<file path="src/rtl/crrc_pkg.sv">
// ----------------------------------------------------------------------------
// crrc_pkg
// Shared types and codes for the command ring reserve/commit block.
// ----------------------------------------------------------------------------
package crrc_pkg;

  // Operation carried by an input beat
  typedef enum logic {
    FN_RESERVE = 1'b0,
    FN_COMMIT  = 1'b1
  } func_t;

  // Result status codes
  typedef enum logic [2:0] {
    ST_IN_PLACE   = 3'd0,
    ST_BOUNCE     = 3'd1,
    ST_FULL       = 3'd2,
    ST_TOO_LARGE  = 3'd3,
    ST_MISALIGNED = 3'd4,
    ST_ALREADY    = 3'd5,
    ST_NO_RESV    = 3'd6
  } status_t;

  // Configuration register indexes
  typedef enum logic [1:0] {
    CFG_RING_START      = 2'd0,
    CFG_RING_END        = 2'd1,
    CFG_RESERVE_CAPABLE = 2'd2,
    CFG_BOUNCE_LIMIT    = 2'd3
  } cfg_reg_t;

  localparam int FIELD_BITS = 24;

  // Input beat payload
  typedef struct packed {
    func_t                 func;
    logic [FIELD_BITS-1:0] transfer_bytes;
    logic [FIELD_BITS-1:0] host_stop_offset;
  } in_item_t;

  // Result beat payload
  typedef struct packed {
    status_t               status;
    logic [FIELD_BITS-1:0] space_offset;
    logic                  bounce_used;
    logic [FIELD_BITS-1:0] first_chunk;
    logic [FIELD_BITS-1:0] second_chunk;
    logic [FIELD_BITS-1:0] write_offset_out;
    logic [FIELD_BITS-1:0] announced_reserve;
  } out_item_t;

endpackage

</file>
<file path="src/rtl/crrc_if.sv">
// ----------------------------------------------------------------------------
// crrc channel interfaces
// Valid/ready channels for input beats, result beats and register writes.
// ----------------------------------------------------------------------------
interface crrc_in_if;
  logic               valid;
  logic               ready;
  crrc_pkg::in_item_t data;

  modport source (output valid, data, input ready);
  modport sink   (input valid, data, output ready);
endinterface

interface crrc_out_if;
  logic                valid;
  logic                ready;
  crrc_pkg::out_item_t data;

  modport source (output valid, data, input ready);
  modport sink   (input valid, data, output ready);
endinterface

interface crrc_cfg_if #(parameter int DATA_W = 24);
  logic               valid;
  logic               ready;
  crrc_pkg::cfg_reg_t index;
  logic [DATA_W-1:0]  data;

  modport source (output valid, index, data, input ready);
  modport sink   (input valid, index, data, output ready);
endinterface

</file>
<file path="src/rtl/crrc_in_reg.sv">
// ----------------------------------------------------------------------------
// crrc_in_reg
// Input register stage: holds one beat, refills in the cycle it drains.
// ----------------------------------------------------------------------------
module crrc_in_reg (
  input  logic               clk,
  input  logic               rst_n,
  input  logic               up_valid,
  output logic               up_ready,
  input  crrc_pkg::in_item_t up_item,
  output logic               dn_valid,
  input  logic               dn_ready,
  output crrc_pkg::in_item_t dn_item
);

  logic               valid_r;
  crrc_pkg::in_item_t item_r;

  assign up_ready = !valid_r || dn_ready;
  assign dn_valid = valid_r;
  assign dn_item  = item_r;

  // valid flag
  always_ff @(posedge clk) begin
    if (!rst_n) begin
      valid_r <= 1'b0;
    end else if (up_ready) begin
      valid_r <= up_valid;
    end
  end

  // payload, no reset
  always_ff @(posedge clk) begin
    if (up_valid && up_ready) begin
      item_r <= up_item;
    end
  end

endmodule

</file>
<file path="src/rtl/crrc_engine.sv">
// ----------------------------------------------------------------------------
// crrc_engine
// Ring state, configuration registers, reserve/commit decision and result
// register. One beat is evaluated and retired per cycle unless the result stalls.
// ----------------------------------------------------------------------------
module crrc_engine #(
  parameter int OFFSET_BITS = 24
) (
  input  logic                      clk,
  input  logic                      rst_n,
  // register writes
  input  logic                      cfg_valid,
  input  crrc_pkg::cfg_reg_t        cfg_index,
  input  logic [OFFSET_BITS-1:0]    cfg_data,
  // item from input register
  input  logic                      in_valid,
  output logic                      in_ready,
  input  crrc_pkg::in_item_t        in_item,
  // result
  output logic                      out_valid,
  input  logic                      out_ready,
  output crrc_pkg::out_item_t       out_item
);

  localparam int FW = crrc_pkg::FIELD_BITS;
  localparam int MW = (OFFSET_BITS > FW) ? OFFSET_BITS : FW;
  localparam int CW = MW + 1;
  localparam int SW = MW + 3;

  // configuration
  logic [OFFSET_BITS-1:0] ring_start_r;
  logic [OFFSET_BITS-1:0] ring_end_r;
  logic                   capable_r;
  logic [OFFSET_BITS-1:0] bounce_limit_r;

  // ring state
  logic [OFFSET_BITS-1:0] wr_off_r, wr_off_nxt;
  logic [OFFSET_BITS-1:0] open_r, open_nxt;
  logic                   bact_r, bact_nxt;

  // result register
  logic                   out_valid_r;
  crrc_pkg::out_item_t    res_r, res_nxt;

  logic fire;

  // working values
  logic [OFFSET_BITS-1:0] size;
  logic [OFFSET_BITS-1:0] room;
  logic [CW-1:0]          bytes_u, limit_u, size_u, room_u;
  logic signed [SW-1:0]   mn_s, mx_s, nx_s, st_s, b_s, adv_s;
  logic                   too_large, misaligned, fit_in, fit_bn;
  logic [FW-1:0]          c1, c2;
  logic [OFFSET_BITS-1:0] wr_adv;
  logic [OFFSET_BITS-1:0] announced;
  crrc_pkg::status_t      st_code;
  logic                   bounce_used;
  logic [FW-1:0]          space_off;

  assign in_ready  = !out_valid_r || out_ready;
  assign fire      = in_valid && in_ready;
  assign out_valid = out_valid_r;
  assign out_item  = res_r;

  // sizes, checks and room tests
  always_comb begin
    size    = (ring_end_r > ring_start_r) ? (ring_end_r - ring_start_r) : '0;
    room    = (ring_end_r > wr_off_r) ? (ring_end_r - wr_off_r) : '0;
    bytes_u = CW'(in_item.transfer_bytes);
    limit_u = CW'(bounce_limit_r);
    size_u  = CW'(size);
    room_u  = CW'(room);

    too_large  = (bytes_u > limit_u) || (bytes_u > size_u);
    misaligned = |in_item.transfer_bytes[1:0];

    mn_s = SW'(ring_start_r);
    mx_s = SW'(ring_end_r);
    nx_s = SW'(wr_off_r);
    st_s = SW'(in_item.host_stop_offset);
    b_s  = SW'(in_item.transfer_bytes);

    // in place or split room
    fit_in = 1'b0;
    fit_bn = 1'b0;
    if (nx_s >= st_s) begin
      if ((nx_s + b_s < mx_s) || ((nx_s + b_s == mx_s) && (st_s > mn_s))) begin
        fit_in = 1'b1;
      end else if ((mx_s - nx_s) + (st_s - mn_s) > b_s) begin
        fit_bn = 1'b1;
      end
    end else if (nx_s + b_s < st_s) begin
      fit_in = 1'b1;
    end

    // bounce commit chunks
    c1 = (bytes_u < room_u) ? in_item.transfer_bytes : FW'(room);
    c2 = in_item.transfer_bytes - c1;

    // offset advance with one wrap
    adv_s = nx_s + b_s;
    if (adv_s >= mx_s) begin
      adv_s = adv_s - (mx_s - mn_s);
    end
    wr_adv = OFFSET_BITS'(adv_s);
  end

  // decision and next state
  always_comb begin
    wr_off_nxt  = wr_off_r;
    open_nxt    = open_r;
    bact_nxt    = bact_r;
    st_code     = crrc_pkg::ST_FULL;
    bounce_used = 1'b0;
    space_off   = '0;
    res_nxt     = '0;

    unique case (in_item.func)
      crrc_pkg::FN_RESERVE: begin
        priority if (too_large) begin
          st_code = crrc_pkg::ST_TOO_LARGE;
        end else if (misaligned) begin
          st_code = crrc_pkg::ST_MISALIGNED;
        end else if (open_r != '0) begin
          st_code = crrc_pkg::ST_ALREADY;
        end else if (fit_in && (capable_r || (bytes_u <= CW'(4)))) begin
          st_code   = crrc_pkg::ST_IN_PLACE;
          space_off = FW'(wr_off_r);
          open_nxt  = OFFSET_BITS'(in_item.transfer_bytes);
          bact_nxt  = 1'b0;
        end else if (fit_in || fit_bn) begin
          st_code     = crrc_pkg::ST_BOUNCE;
          bounce_used = 1'b1;
          open_nxt    = OFFSET_BITS'(in_item.transfer_bytes);
          bact_nxt    = 1'b1;
        end else begin
          st_code = crrc_pkg::ST_FULL;
        end
      end
      crrc_pkg::FN_COMMIT: begin
        if (open_r == '0) begin
          st_code = crrc_pkg::ST_NO_RESV;
        end else begin
          st_code     = crrc_pkg::ST_IN_PLACE;
          bounce_used = bact_r;
          wr_off_nxt  = wr_adv;
          open_nxt    = '0;
          bact_nxt    = 1'b0;
        end
      end
      default: begin
        st_code = crrc_pkg::ST_FULL;
      end
    endcase

    announced = ((open_nxt != '0) && !bact_nxt && capable_r) ? open_nxt : '0;

    res_nxt.status            = st_code;
    res_nxt.space_offset      = space_off;
    res_nxt.bounce_used       = bounce_used;
    res_nxt.first_chunk       = (in_item.func == crrc_pkg::FN_COMMIT && bounce_used) ? c1 : '0;
    res_nxt.second_chunk      = (in_item.func == crrc_pkg::FN_COMMIT && bounce_used) ? c2 : '0;
    res_nxt.write_offset_out  = FW'(wr_off_nxt);
    res_nxt.announced_reserve = FW'(announced);
  end

  // state and configuration registers
  always_ff @(posedge clk) begin
    if (!rst_n) begin
      ring_start_r   <= '0;
      ring_end_r     <= OFFSET_BITS'(4096);
      capable_r      <= 1'b0;
      bounce_limit_r <= OFFSET_BITS'(1024);
      wr_off_r       <= '0;
      open_r         <= '0;
      bact_r         <= 1'b0;
    end else begin
      if (fire) begin
        open_r   <= open_nxt;
        bact_r   <= bact_nxt;
      end
      // a ring start write also reloads the write offset
      if (cfg_valid && cfg_index == crrc_pkg::CFG_RING_START) begin
        wr_off_r <= cfg_data;
      end else if (fire) begin
        wr_off_r <= wr_off_nxt;
      end
      if (cfg_valid) begin
        unique case (cfg_index)
          crrc_pkg::CFG_RING_START:      ring_start_r   <= cfg_data;
          crrc_pkg::CFG_RING_END:        ring_end_r     <= cfg_data;
          crrc_pkg::CFG_RESERVE_CAPABLE: capable_r      <= cfg_data[0];
          crrc_pkg::CFG_BOUNCE_LIMIT:    bounce_limit_r <= cfg_data;
          default: ;
        endcase
      end
    end
  end

  // result valid
  always_ff @(posedge clk) begin
    if (!rst_n) begin
      out_valid_r <= 1'b0;
    end else if (in_ready) begin
      out_valid_r <= in_valid;
    end
  end

  // result payload
  always_ff @(posedge clk) begin
    if (fire) begin
      res_r <= res_nxt;
    end
  end

  // rejected or full beats leave the ring state alone
  a_err_no_change: assert property (@(posedge clk) disable iff (!rst_n)
    fire && !cfg_valid && (st_code == crrc_pkg::ST_FULL ||
      st_code == crrc_pkg::ST_TOO_LARGE || st_code == crrc_pkg::ST_MISALIGNED ||
      st_code == crrc_pkg::ST_ALREADY || st_code == crrc_pkg::ST_NO_RESV)
    |=> $stable(wr_off_r) && $stable(open_r) && $stable(bact_r))
    else $error("error or full beat changed ring state");

  // a commit always closes the reservation
  a_commit_closes: assert property (@(posedge clk) disable iff (!rst_n)
    fire && !cfg_valid && in_item.func == crrc_pkg::FN_COMMIT |=> open_r == '0)
    else $error("reservation still open after commit");

  // an announced reservation is never a bounce one
  a_announce_in_place: assert property (@(posedge clk) disable iff (!rst_n)
    out_valid_r && res_r.announced_reserve != '0 |-> !res_r.bounce_used)
    else $error("bounce reservation announced to host");

endmodule

</file>
<file path="src/rtl/command_ring_reserve_commit_top.sv">
// ----------------------------------------------------------------------------
// command_ring_reserve_commit_top
// Latency: a result beat passes the input register, then the decision logic
// into the result register. Throughput: one item per cycle unless the output
// stalls; the ring state registers feed the decision logic directly.
// Reset: synchronous active-low; ring_start 0, ring_end 4096, bounce_limit
// 1024, write offset 0, no reservation open. No clearing pass.
// ----------------------------------------------------------------------------
module command_ring_reserve_commit_top #(
  parameter int OFFSET_BITS = 24
) (
  input logic        clk,
  input logic        rst_n,
  crrc_in_if.sink    in_chan,
  crrc_out_if.source out_chan,
  crrc_cfg_if.sink   cfg_chan
);

  logic                   q_valid;
  logic                   q_ready;
  crrc_pkg::in_item_t     q_item;
  logic [OFFSET_BITS-1:0] cfg_data;

  // register writes are always taken
  assign cfg_chan.ready = 1'b1;
  assign cfg_data       = OFFSET_BITS'(cfg_chan.data);

  // input register
  crrc_in_reg u_in_reg (
    .clk      (clk),
    .rst_n    (rst_n),
    .up_valid (in_chan.valid),
    .up_ready (in_chan.ready),
    .up_item  (in_chan.data),
    .dn_valid (q_valid),
    .dn_ready (q_ready),
    .dn_item  (q_item)
  );

  // decision, state and result register
  crrc_engine #(
    .OFFSET_BITS (OFFSET_BITS)
  ) u_engine (
    .clk       (clk),
    .rst_n     (rst_n),
    .cfg_valid (cfg_chan.valid),
    .cfg_index (cfg_chan.index),
    .cfg_data  (cfg_data),
    .in_valid  (q_valid),
    .in_ready  (q_ready),
    .in_item   (q_item),
    .out_valid (out_chan.valid),
    .out_ready (out_chan.ready),
    .out_item  (out_chan.data)
  );

endmodule
</file>
<file path="src/flat_wrapper.sv">
// flat-port wrapper written by rule: the top's interface ports become plain ports
module command_ring_reserve_commit_top_flat 
#(
  parameter int OFFSET_BITS = 24
)
  (clk, rst_n, in_chan_valid, in_chan_data, in_chan_ready, out_chan_valid, out_chan_data, out_chan_ready, cfg_chan_valid, cfg_chan_index, cfg_chan_data, cfg_chan_ready);
  crrc_in_if in_chan_i ();
  crrc_out_if out_chan_i ();
  crrc_cfg_if cfg_chan_i ();
  input logic clk;
  input logic rst_n;
  input wire logic [$bits(in_chan_i.valid)-1:0] in_chan_valid;
  input wire logic [$bits(in_chan_i.data)-1:0] in_chan_data;
  output wire logic [$bits(in_chan_i.ready)-1:0] in_chan_ready;
  output wire logic [$bits(out_chan_i.valid)-1:0] out_chan_valid;
  output wire logic [$bits(out_chan_i.data)-1:0] out_chan_data;
  input wire logic [$bits(out_chan_i.ready)-1:0] out_chan_ready;
  input wire logic [$bits(cfg_chan_i.valid)-1:0] cfg_chan_valid;
  input wire logic [$bits(cfg_chan_i.index)-1:0] cfg_chan_index;
  input wire logic [$bits(cfg_chan_i.data)-1:0] cfg_chan_data;
  output wire logic [$bits(cfg_chan_i.ready)-1:0] cfg_chan_ready;
  assign in_chan_i.valid = in_chan_valid;
  assign in_chan_i.data = in_chan_data;
  assign in_chan_ready = in_chan_i.ready;
  assign out_chan_valid = out_chan_i.valid;
  assign out_chan_data = out_chan_i.data;
  assign out_chan_i.ready = out_chan_ready;
  assign cfg_chan_i.valid = cfg_chan_valid;
  assign cfg_chan_i.index = cfg_chan_index;
  assign cfg_chan_i.data = cfg_chan_data;
  assign cfg_chan_ready = cfg_chan_i.ready;
  command_ring_reserve_commit_top #(.OFFSET_BITS(OFFSET_BITS)) u_core (.clk(clk), .rst_n(rst_n), .in_chan(in_chan_i), .out_chan(out_chan_i), .cfg_chan(cfg_chan_i));
endmodule
</file>
<file path="config.mk">
export PLATFORM = sky130hd
export DESIGN_NAME = command_ring_reserve_commit_top_flat
export DESIGN_NICKNAME = d
export VERILOG_FILES = /design/src/rtl/crrc_pkg.sv /design/src/rtl/crrc_if.sv /design/src/rtl/crrc_in_reg.sv /design/src/rtl/crrc_engine.sv /design/src/rtl/command_ring_reserve_commit_top.sv /design/src/flat_wrapper.sv
export SDC_FILE = /design/constraint.sdc
export NUM_CORES = 1
export LEC_CHECK = 0
export BUFFER_PORTS_ARGS = -buffer_cell sky130_fd_sc_hd__buf_2
export CELL_PAD_IN_SITES_DETAIL_PLACEMENT = 1
export CELL_PAD_IN_SITES_GLOBAL_PLACEMENT = 2
export CORE_MARGIN = 8
export CORE_UTILIZATION = 35
export DETAILED_ROUTE_END_ITERATION = 8
export PLACE_DENSITY_LB_ADDON = 0.1
export REMOVE_ABC_BUFFERS = 1
export SLEW_MARGIN = 25
export SYNTH_ARGS = -nofsm -noshare
export SYNTH_HDL_FRONTEND = slang
export SYNTH_SLANG_ARGS = --single-unit
</file>
<file path="constraint.sdc">
create_clock -name clk -period 18.51 [get_ports clk]
set_input_delay 0.9255 -clock clk [delete_from_list [all_inputs] [get_ports clk]]
set_output_delay 0.9255 -clock clk [all_outputs]
set_load 0.005 [all_outputs]
</file>
==> flow_metrics.tcl <==
set metrics [dict create \
    drtIter0Drc 1460 \
    cts_buffers 38 \
    slowest_delay_ps 610 \
    fin_crit_sh_pct 48.3 \
    vias 24366 \
    wl_um 115000 \
    synth_top_area_cell "edfxtp_1" \
    cts_tree "yes" \
    yosysTopAreaCellShare_pct 20.3 \
    seqPwrFrac_pct 25.9 \
    clock-root-buffer "clkbuf_16" \
    swShare_pct 40.3 \
    fin_setup_tns_ps 0 \
    switchingPower_uw 1170 \
    cellLeakagePower_uw 0.0120 \
    cts_buffer_depth 3 \
    firstDrtPassIters 7 \
    hold_viol_final 0 \
    async_flop_share_pct 0 \
    worst_slew_pin_slew_ps 1090 \
    cts_hold_buf 0 \
    crit_family "compound AO/OA/AOI/OAI gates" \
    portBuffers 205 \
    crit_required_ps 18790 \
    grt_pass1_wl_um 168000 \
    crit_type "flop to flop" \
    insertion_delay_ps 590 \
    synth_compound_area_share_pct 20.2 \
    rows 99 \
    die_x_um 287 \
    clock-sinks 297 \
    gp_congestion 0.915 \
    postRouteAntennaNets 0 \
    cp-end-kind "flop" \
    status "complete, no violations" \
    synthCells 2983 \
    synthAdderAreaFrac_pct 18.6 \
    h-tree-depth 2 \
    worstReg2RegStart "u_core.u_engine.wr_off_r[1]$_SDFFE_PN0P_" \
    cp.arrival_ps 9210 \
    ir_drop_uv 62.8 \
    ios 207 \
    track_usage_pct 26.9 \
    netlist_area_sq_um 25600 \
    core_sq_um 72700 \
    ctsResizeCount 0 \
    clkTransAtPathRegs_ps 70 \
    synth_top_family_by_area "compound AO/OA/AOI/OAI gates" \
    area_growth_pct 14.1 \
    grt_pass1_vias 25603 \
    synth_seq_cells 297 \
    slew_violations 0 \
    synth_edf_count 173 \
    worst_setup_path_start_kind "flop" \
    drcViolationCount 0 \
    skew_ps 36.5 \
    crit_buf_inv 4 \
    synth-simple-area-share_pct 19.2 \
    ys_types 87 \
    hp-start "u_core.u_engine.bounce_limit_r[15]$_SDFFE_PN0P_" \
    final_layout_size_suffix_gt1_share_pct 11.8 \
    fmax_mhz 112 \
    pwr-share-clk_pct 27.7 \
    synth.area.top_cells "edfxtp_1 (20%), ha_1 (16%), dfxtp_1 (9.7%)" \
    p_comb_share_pct 46.4 \
    rr_endpoint "u_core.u_engine.out_item[70]$_SDFFCE_PN0P_" \
    synth.area.mux_share_pct 2.70 \
    place_hpwl_um 91000 \
    synth.yosys.seq_area_share_pct 30.0 \
    cts_setup_buffers 0 \
    cp_common_cell "a21o_1" \
    yosysWarnings 0 \
    hold_end "u_core.u_engine.bounce_limit_r[15]$_SDFFE_PN0P_" \
    grt_overflow 0 \
    vias_per_cell 5.84 \
    die-area_sq_um 82100 \
    synthXorXnorAreaFrac_pct 4.41 \
    hold_depth 2 \
    grt_start_max_net_pins 72 \
    regToRegSetupSlack_ps 9580 \
    ff2ff_path_depth 35 \
    setup_viol_count_final 0 \
    drv_cap 0 \
    start_util_pct 35.2 \
    crit_fanout 48 \
    nets 3621 \
    p_per_area_nw_per_um2 99.1 \
    p_int_uw 1730 \
    relSlewSlack_pct 27.1 \
    wl_per_cell_um 27.5 \
    min_path_type "flop to flop" \
    crit_slowest_cell "buf_4" \
    die_h_um 287 \
    total_power_uw 2900 \
    synth_ff_type "edfxtp_1" \
    rsz0062_at_grt "false" \
    antenna_found_initial 5 \
    min_period_ps 8930 \
    post_synth.cell_area_avg_sq_um 8.59 \
]
-- synth_stat cells, types with 12 or more instances --
library cell  number
a2111oi_1         18
a211oi_1          28
a21o_1            81
a21oi_1          238
a221oi_1          27
a22oi_1           17
a31oi_1           32
and2_1            34
and3_1            20
and4_1            31
buf_2             15
clkbuf_1          85
dfxtp_1          124
edfxtp_1         173
fa_1              29
ha_1             334
inv_1            223
mux2i_1           59
nand2_1          348
nand2b_1          27
nand3_1          101
nand3b_1          19
nand4_1           39
nor2_1           196
nor2b_1           40
nor3_1            67
nor3b_1           18
nor4_1            27
o211ai_1          23
o21a_1            46
o21ai_0          132
or2_2             16
or3_1             12
xnor2_1           90
xor2_1            39
-- per-layer routing --
metal | up-vias | global-route usage (%) | part of all wire (%)
li1 | 11318 | - | -
met1 | 12208 | 34.2 | 44
met2 | 657 | 46.6 | 48
met3 | 183 | 3.12 | 4.4
met4 | 0 | 10.0 | 4.0
met5 | - | 0 | 0
-- flip-flops by register name, indices dropped and copies added, names as in the netlist --
signal and count:
u_core.u_engine.bact_r 1, u_core.u_engine.bounce_limit_r 24, u_core.u_engine.capable_r 1, u_core.u_engine.open_r 24, u_core.u_engine.out_item 124, u_core.u_engine.out_valid 1, u_core.u_engine.ring_end_r 24, u_core.u_engine.ring_start_r 24
u_core.u_engine.wr_off_r 24, u_core.u_in_reg.dn_item 49, u_core.u_in_reg.dn_valid 1
-- power by group through the flow --
stage	clock, uW	sequential, uW	combinational, uW
2_1_floorplan	0	762	905
3_3_place_gp	0	762	1290
3_5_place_dp	0	763	1330
4_1_cts	824	749	1340
5_1_grt	841	751	1470
6_report	802	749	1340
-- placed cells by master (no fill, tap or decap), drive strengths merged, types with 32 or more instances in the layout --
| master | synthesis | layout |
|---|---|---|
| inv | 223 | 228 |
| nand2 | 348 | 348 |
| o21ai | 137 | 137 |
| dfxtp | 124 | 124 |
| edfxtp | 173 | 173 |
| a21oi | 239 | 239 |
| nand4 | 39 | 39 |
| o21a | 46 | 46 |
| buf | 22 | 262 |
| a21o | 81 | 81 |
| xnor2 | 90 | 90 |
| mux2i | 59 | 59 |
| nor2b | 40 | 40 |
| and2 | 34 | 34 |
| clkbuf | 85 | 49 |
| nor2 | 196 | 196 |
| ha | 334 | 334 |
| a31oi | 32 | 32 |
| nor3 | 68 | 68 |
| xor2 | 39 | 39 |
| nand3 | 101 | 101 |
-- final cells by class --
type,instances,area [sq um]
fill,8635,43500
multi-input combinational,2355,16700
sequential,297,7680
timing repair buffer,262,1470
tap,959,1200
clock buffer,49,1040
inverter,224,846
clock inverter,21,282
antenna,2,5.00
-- stage by stage --
stage	hold slack, ps	utilization (%)	cells	worst slack (ps)	cell area (sq um)
2_1_floorplan	436	-	2876	9920	25200
3_3_place_gp	445	38.3	4096	9790	27900
3_5_place_dp	451	38.4	4097	9670	27900
4_1_cts	458	40.2	4167	9560	29200
6_report	455	40.2	4169	9580	29200
5_1_grt	470	40.2	4167	8860	29200
-- worst max-delay path by stage --
stage,startpoint,endpoint,slack (ps),cells after the start
after floorplan,u_core.u_engine.wr_off_r[1]$_SDFFE_PN0P_,u_core.u_engine.out_item[70]$_SDFFCE_PN0P_,9920,33
after global placement,u_core.u_engine.wr_off_r[1]$_SDFFE_PN0P_,u_core.u_engine.out_item[70]$_SDFFCE_PN0P_,9790,35
after detailed placement,u_core.u_engine.wr_off_r[1]$_SDFFE_PN0P_,u_core.u_engine.out_item[70]$_SDFFCE_PN0P_,9670,35
after CTS,u_core.u_engine.wr_off_r[1]$_SDFFE_PN0P_,u_core.u_engine.out_item[70]$_SDFFCE_PN0P_,9560,35
after global routing,u_core.u_engine.wr_off_r[1]$_SDFFE_PN0P_,u_core.u_engine.out_item[70]$_SDFFCE_PN0P_,8860,35
final,u_core.u_engine.wr_off_r[1]$_SDFFE_PN0P_,u_core.u_engine.out_item[70]$_SDFFCE_PN0P_,9580,35
-- worst reg2reg max path, delay by kind of cell (launching register included) --
family,cells,cell delay (ps)
XOR/XNOR,1,140
AND/OR/NAND/NOR,5,1180
adder cells (fa/ha/maj),4,1190
buffers and inverters,4,1060
AO/OA/AOI/OAI,21,4580
flip-flops,1,490
-- kinds of logic after synthesis --
family / after synthesis
simple gates: 1010
compound gates: 784
fa+ha+maj: 363
buf+inv: 331
flops: 297
xor+xnor: 129
mux: 68
other cells: 1
Power figures use the tool's default switching activity.
